===== src/rtl/sips_pkg.sv =====
// Shared codes and types for the sorted insert priority stack.
// No dependencies; imported by sips_cell and sorted_insert_priority_stack.
package sips_pkg;

  localparam int MODE_W   = 2;
  localparam int STATUS_W = 2;
  localparam int FIELD_W  = 32;

  localparam logic [MODE_W-1:0] MODE_PUSH = 2'd0;
  localparam logic [MODE_W-1:0] MODE_POP  = 2'd1;
  localparam logic [MODE_W-1:0] MODE_READ = 2'd2;

  localparam logic [STATUS_W-1:0] ST_OK        = 2'd0;
  localparam logic [STATUS_W-1:0] ST_OVERFLOW  = 2'd1;
  localparam logic [STATUS_W-1:0] ST_UNDERFLOW = 2'd2;

  typedef struct packed {
    logic push;
    logic pop;
  } sips_ctl_t;

endpackage


===== src/rtl/sips_cell.sv =====
// One slot of the ordered store: holds an entry and shifts with its neighbors.
// Depends on sips_pkg for the control struct.
module sips_cell import sips_pkg::*; #(
  parameter int DATA_WIDTH = 32
) (
  input  logic                  clk,
  input  sips_ctl_t             ctl,
  input  logic                  valid,
  input  logic [DATA_WIDTH-1:0] din,
  input  logic [DATA_WIDTH-1:0] prev_entry,
  input  logic                  prev_le,
  input  logic [DATA_WIDTH-1:0] next_entry,
  output logic [DATA_WIDTH-1:0] entry,
  output logic                  le
);

  logic [DATA_WIDTH-1:0] entry_next;

  assign le = valid && ($signed(entry) <= $signed(din));

  always_comb begin
    entry_next = entry;
    if (ctl.push) begin
      if (!le) begin
        entry_next = prev_le ? din : prev_entry;
      end
    end else if (ctl.pop) begin
      entry_next = next_entry;
    end
  end

  always_ff @(posedge clk) begin
    entry <= entry_next;
  end

endmodule


===== src/rtl/sorted_insert_priority_stack.sv =====
// Top level of the sorted insert priority stack: a row of sips_cell slots,
// the fill count and the result registers. Depends on sips_pkg and sips_cell.
//
//   channel   handshake              fields
//   input     start & !busy          mode, value
//   result    done (one cycle)       top_value, item_count, is_empty, status
//
// One item per cycle; busy stays low. The result shows in the cycle after
// the item is taken, set by the shift of the cell row.
// Reset clears the count and the result strobe; slot contents stay as they are.
// The receiver cannot stall: done is a one-cycle strobe.
module sorted_insert_priority_stack import sips_pkg::*; #(
  parameter int DEPTH      = 16,
  parameter int DATA_WIDTH = 32
) (
  input  logic                             clk,
  input  logic                             rst,
  input  logic                             start,
  output logic                             busy,
  input  logic [MODE_W-1:0]                mode,
  input  logic signed [FIELD_W-1:0]        value,
  output logic                             done,
  output logic signed [FIELD_W-1:0]        top_value,
  output logic [$clog2(DEPTH+1)-1:0]       item_count,
  output logic                             is_empty,
  output logic [STATUS_W-1:0]              status
);

  localparam int CW    = $clog2(DEPTH + 1);
  localparam int EXT_W = (DATA_WIDTH > FIELD_W) ? DATA_WIDTH : FIELD_W;

  logic [CW-1:0]         count;
  logic [CW-1:0]         count_next;
  logic [STATUS_W-1:0]   status_next;
  logic                  full;
  logic                  empty;
  logic                  accept;
  sips_ctl_t             ctl;
  logic signed [EXT_W-1:0] value_ext;
  logic signed [EXT_W-1:0] top_ext;
  logic [DATA_WIDTH-1:0] din;
  logic [DATA_WIDTH-1:0] entries [DEPTH];
  logic [DEPTH-1:0]      les;

  assign busy      = 1'b0;
  assign accept    = start && !busy;
  assign full      = (count == CW'(DEPTH));
  assign empty     = (count == '0);
  assign value_ext = EXT_W'(value);
  assign din       = value_ext[DATA_WIDTH-1:0];

  always_comb begin
    ctl         = '0;
    count_next  = count;
    status_next = ST_OK;
    unique case (mode)
      MODE_PUSH: begin
        if (full) begin
          status_next = ST_OVERFLOW;
        end else begin
          ctl.push   = accept;
          count_next = count + CW'(1);
        end
      end
      MODE_POP: begin
        if (empty) begin
          status_next = ST_UNDERFLOW;
        end else begin
          ctl.pop    = accept;
          count_next = count - CW'(1);
        end
      end
      default: begin
        if (empty) begin
          status_next = ST_UNDERFLOW;
        end
      end
    endcase
  end

  for (genvar i = 0; i < DEPTH; i++) begin : g_cell
    logic [DATA_WIDTH-1:0] prev_entry;
    logic                  prev_le;
    logic [DATA_WIDTH-1:0] next_entry;

    if (i == 0) begin : g_first
      assign prev_entry = din;
      assign prev_le    = 1'b1;
    end else begin : g_mid
      assign prev_entry = entries[i-1];
      assign prev_le    = les[i-1];
    end

    if (i == DEPTH - 1) begin : g_last
      assign next_entry = entries[i];
    end else begin : g_inner
      assign next_entry = entries[i+1];
    end

    sips_cell #(
      .DATA_WIDTH(DATA_WIDTH)
    ) u_cell (
      .clk       (clk),
      .ctl       (ctl),
      .valid     (CW'(i) < count),
      .din       (din),
      .prev_entry(prev_entry),
      .prev_le   (prev_le),
      .next_entry(next_entry),
      .entry     (entries[i]),
      .le        (les[i])
    );
  end

  always_ff @(posedge clk) begin
    if (rst) begin
      count <= '0;
      done  <= 1'b0;
    end else begin
      done <= accept;
      if (accept) begin
        count <= count_next;
      end
    end
  end

  always_ff @(posedge clk) begin
    if (accept) begin
      status <= status_next;
    end
  end

  assign top_ext    = empty ? '0 : EXT_W'($signed(entries[0]));
  assign top_value  = top_ext[FIELD_W-1:0];
  assign item_count = count;
  assign is_empty   = empty;

endmodule


===== config.mk =====
export PLATFORM = sky130hd
export DESIGN_NAME = sorted_insert_priority_stack
export DESIGN_NICKNAME = d
export VERILOG_FILES = /design/src/rtl/sips_pkg.sv /design/src/rtl/sips_cell.sv /design/src/rtl/sorted_insert_priority_stack.sv
export SDC_FILE = /design/constraint.sdc
export NUM_CORES = 2
export LEC_CHECK = 0
export ABC_AREA = 1
export BUFFER_PORTS_ARGS = -buffer_cell sky130_fd_sc_hd__buf_2
export CORE_MARGIN = 3
export CORE_UTILIZATION = 40
export CTS_BUF_LIST = sky130_fd_sc_hd__clkbuf_8 sky130_fd_sc_hd__clkbuf_16
export DETAILED_ROUTE_END_ITERATION = 16
export PLACE_DENSITY = 0.65
export SLEW_MARGIN = 20
export SYNTH_ARGS = -nofsm -noshare
export SYNTH_HDL_FRONTEND = slang
export SYNTH_HIERARCHICAL = 1
export SYNTH_SLANG_ARGS = --single-unit

===== constraint.sdc =====
create_clock -name clk -period 7.8 [get_ports clk]
set_input_delay 1.56 -clock clk [delete_from_list [all_inputs] [get_ports clk]]
set_output_delay 1.56 -clock clk [all_outputs]
set_load 0.01 [all_outputs]

# Yosys cells after proc, flatten, opt, wreduce, memory -nomap -nowiden
# Index checks and enable logic that the tools add are counted.
dict set report classes {
  addsub 2
  n_lt_le_gt_ge 32
  n_eq_ne 19
  muxes 71
  n_bitwise 1
  reduce_logical 37
}
# operator count
set ops {}
lappend ops {{32-bit two-way mux} 61}
lappend ops {{32-bit less-or-equal comparator} 16}
lappend ops {{4-bit by 5-bit less-than comparator with 1-bit output, first input constant} 8}
lappend ops {{2-bit != test, second input constant} 17}
lappend ops {{2-bit AND reduction} 16}
lappend ops {{3-bit by 5-bit less-than comparator with 1-bit output, first input constant} 4}
lappend ops {{1-bit logical AND} 16}
lappend ops {{1-bit by 5-bit less-than comparator with 1-bit output, first input constant} 2}
lappend ops {{2-bit by 5-bit less-than comparator with 1-bit output, first input constant} 2}
lappend ops {{5-bit two-way mux} 2}
lappend ops {{5-bit case mux with 2 select lines} 1}
lappend ops {{5-bit by 1-bit adder with 5-bit output, second input constant} 1}
lappend ops {{5-bit equality test, second input constant} 1}
lappend ops {{5-bit logical NOT} 1}
lappend ops {{1-bit two-way mux} 5}
lappend ops {{5-bit by 1-bit subtractor with 5-bit output, second input constant} 1}
lappend ops {{2-bit two-way mux} 2}
lappend ops {{4-bit AND reduction} 1}
lappend ops {{2-bit nonzero test} 2}
lappend ops {{2-bit by 1-bit equality test with 1-bit output, second input constant} 1}
lappend ops {{2-bit logical NOT} 1}
lappend ops {{1-bit inverter} 1}
dict set report totals {
  register_bits 520
  output_inout_bits 42
  word_cells 181
}

# Longest topological paths before layout
dict set report depth {
  ltp_word 5
  depth_mapped 21
}

# Hierarchy
# The synthesis kept the hierarchy.
# mod n_inst cells_per_inst area_each_um2 seq_area_each_um2
set modules_own_cells {}
lappend modules_own_cells {{sips_cell (g_cell[0].u_cell ...)} 15 325 2496.1 960.9}
lappend modules_own_cells {{sips_cell (g_cell[15].u_cell)} 1 320 2481.1 960.9}
lappend modules_own_cells {sorted_insert_priority_stack 1 173 933.4 180.2}

# Least setup slack after synthesis
# Ideal clock, no wire load.
dict set report synth_timing {
  kind {input-to-reg}
  startpoint {in mode[0]}
  endpoint {reg g_cell[0].u_cell.entry[0] (enable)}
  setup_time_ps 478
  t_arrival_ps 6612
  required_ps 7322
  path_slack_ps 710
  cell_stages 7
  n_path_buf 1
  path_cell_list {nor2_1 -> nand2_1 -> a21oi_1 -> inv_1 -> buf_6 -> nand2_1 -> nand2_1}
}
# element line_no
set synth_lines {}
lappend synth_lines {{from (decl)} sorted_insert_priority_stack.sv:20} ;# input logic [MODE_W-1:0] mode,
lappend synth_lines {{to (signal assigned)} sips_cell.sv:33} ;# entry <= entry_next;
lappend synth_lines {{to (decl)} sips_cell.sv:13} ;# output logic [DATA_WIDTH-1:0] entry,

# Worst setup path after layout
dict set report layout_timing {
  startpoint {in value[11]}
  endpoint {reg g_cell[14].u_cell.entry[29], data pin}
}
dict set report layout_via {
  elab_chain_len 5
}
# element line_no
set layout_lines {}
lappend layout_lines {{from (decl)} sorted_insert_priority_stack.sv:21} ;# input logic signed [FIELD_W-1:0] value,
lappend layout_lines {{32-bit less-or-equal comparator} sips_cell.sv:19} ;# assign le = valid && ($signed(entry) <= $signed(din));
lappend layout_lines {{1-bit logical AND} sips_cell.sv:19}
lappend layout_lines {{net g_cell[14].prev_le} sorted_insert_priority_stack.sv:83} ;# logic prev_le;
lappend layout_lines {{32-bit two-way mux} sips_cell.sv:25} ;# entry_next = prev_le ? din : prev_entry;
lappend layout_lines {{32-bit two-way mux} sips_cell.sv:24} ;# if (!le) begin
lappend layout_lines {{32-bit two-way mux} sips_cell.sv:23} ;# if (ctl.push) begin
lappend layout_lines {{net g_cell[14].u_cell.entry_next[29]} sips_cell.sv:17} ;# logic [DATA_WIDTH-1:0] entry_next;
lappend layout_lines {{to (signal assigned)} sips_cell.sv:33}
lappend layout_lines {{to (decl)} sips_cell.sv:13}
# The timed path passes the listed nets, and every way through them passes these cells. The select of a mux whose other input is x is not followed.
# A chain may end at the register's enable or synchronous reset.

==> metrics <==
status completed; Max-Cap Viols 0; Synth Cell Area 0.0409 mm²; Ant. Diodes 0; GR Layer Usage met3 2.28%; RSZ-0062 raised after global routing false; post-cts resize count 0; CTS sink cnt 520; Slew Viols, Final 0; Hold Fails Final Rpt 0; final WL 118 mm; ratio of cells with drive above 1 in the final layout 8.28%; Initial DRC Count 2,879; die width 326 µm; fillers 10,100; Final min period 5.11 ns; crit path kind in -> reg; CP Capture Type flip-flop; Critical Path RT 8.30 ns; CTS Hold Bufs 0; PortBufs 77; Final Skew 0.0374 ns; Worst slew margin 27.1%; CTS H-tree depth 2; Congestion Overflow GR 0; core box area 0.101 mm²; Die Span Y 326 µm; type of the tightest min-delay check reg -> reg; post-route clock period utilization 65.6%; Initial DRT Pass Iterations 13; Die Area 0.106 mm²; fin nets 5,939; antenna-violating nets left 0; largest net degree at the start of global routing 237; setup TNS 0 ns; Fmax 0.196 GHz; Avg WL per Cell 17.4 µm; Yosys Warn Count 6; Final setup viols 0; routed via count 36,400; Starting Density 40.6%; Finished Cell Area 0.0446 mm²; routed vias/inst 5.36; synth-to-layout area growth 9.24%; CTS tree done; cells after synthesis 5,367; initial antenna violation count 1; DRC 0; # Post-CTS Setup Buffers 0; dpl cells 6,680; most used routing layer met2; Post-Syn Area per Cell 7.61 µm²; Longest Clk Path Bufs 3; leak pwr 21.3 nW; gp weighted congestion 0.860; global-route wire length before repair 191 mm; IO Count 79; number of global-route vias before repair 35,900; Row Count 116; met1 global-route usage 29.4%; Num CTS Buffers 61; DP Area 0.0426 mm²; gr usage total 21.7%; final core occ 44.3%; hpwl dp 84.9 mm; root buffer cell clkbuf_16; met2 Track Usage GR 36.3%; Worst Path Arrival 5.61 ns; Power Density 174 mW/mm²; Final Non-Filler Cells 6,792; Worst VDD drop 0.207 mV; Worst Path Max Fanout 33; Startpoint Class input port; worst slew pin tran 1.09 ns; Clock Latency Late Sink 0.68 ns; Clock transition at path regs 0.07 ns
## power breakdown
group / internal, mW / total (mW) / switching (mW)
logic: 0.456 / 1.38 / 0.926
clock network: 1.70 / 2.97 / 1.27
registers: 3.28 / 3.41 / 0.134
## stage by stage
| step | setup slack, ns | hold WS (ns) | power [mW] |
|---|---|---|---|
| 3_5_place_dp | 2.30 | 0.596 | 4.83 |
| 5_1_grt | 2.36 | 0.638 | 8.13 |
| 4_1_cts | 3.01 | 0.608 | 7.82 |
| 2_1_floorplan | 0.710 | 0.547 | 4.36 |
| 3_3_place_gp | 2.41 | 0.583 | 4.78 |
| 6_report | 2.69 | 0.595 | 7.77 |
## flip-flops by register name, indices dropped and copies added, names as in the netlist
name	cells
g_cell.u_cell/entry	512
status	2
item_count	5
done	1
## layout by cell type, fill, tap and decap left out, types with 34 or more instances in the layout
cell type	instances
a21oi_1	211
nor2_1	652
clkbuf_16	62
nor2_2	34
nand2_1	1200
ha_1	516
inv_1	668
inv_2	81
buf_4	69
buf_2	77
edfxtp_1	514
nand2_2	47
o21ai_0	537
o21ai_1	530
nand3_1	57
## metal layers
metal | share of wire (%) | vias to the layer above
met1 | 44 | 17200
met2 | 47 | 1141
met4 | 2.9 | 2
met3 | 6.2 | 198
li1 | - | 17800
met5 | 0.0076 | -
## critical path, cell delays in order
cell and delay [ns]:
buf_2 0.56, inv_1 0.11, ha_1 0.36, a21oi_1 0.17
nand2_1 0.08, a21oi_1 0.15, nand2_1 0.16, nand2_1 0.12
nand2_1 0.05, nand2_1 0.05, nand3_1 0.06, nand2_1 0.08
clkinv_1 0.81, inv_2 1.01, nor2_1 0.08, o21ai_1 0.17
## final timing paths
path | slack [ns] | cells past startpoint | endpoint | startpoint
max reg2reg | 3.71 | 10 | g_cell[5].u_cell/entry[16]$_DFFE_PP_ | item_count[0]$_SDFFE_PP0P_
max | 2.69 | 16 | g_cell[14].u_cell/entry[29]$_DFFE_PP_ | value[11]
min reg2reg | 0.59 | 2 | g_cell[14].u_cell/entry[15]$_DFFE_PP_ | g_cell[15].u_cell/entry[15]$_DFFE_PP_
min | 0.59 | 2 | g_cell[14].u_cell/entry[15]$_DFFE_PP_ | g_cell[15].u_cell/entry[15]$_DFFE_PP_
## cell type report
type	count	area, µm²	share of cell area [%]
inverter	753	2830	6.33
multi-input combinational	3901	21600	48.3
sequential	520	15600	34.9
tap	1357	1700	3.80
timing repair buffer	149	963	2.16
clock inverter	50	464	1.04
clock buffer	62	1550	3.48
Power figures use the tool's default switching activity.
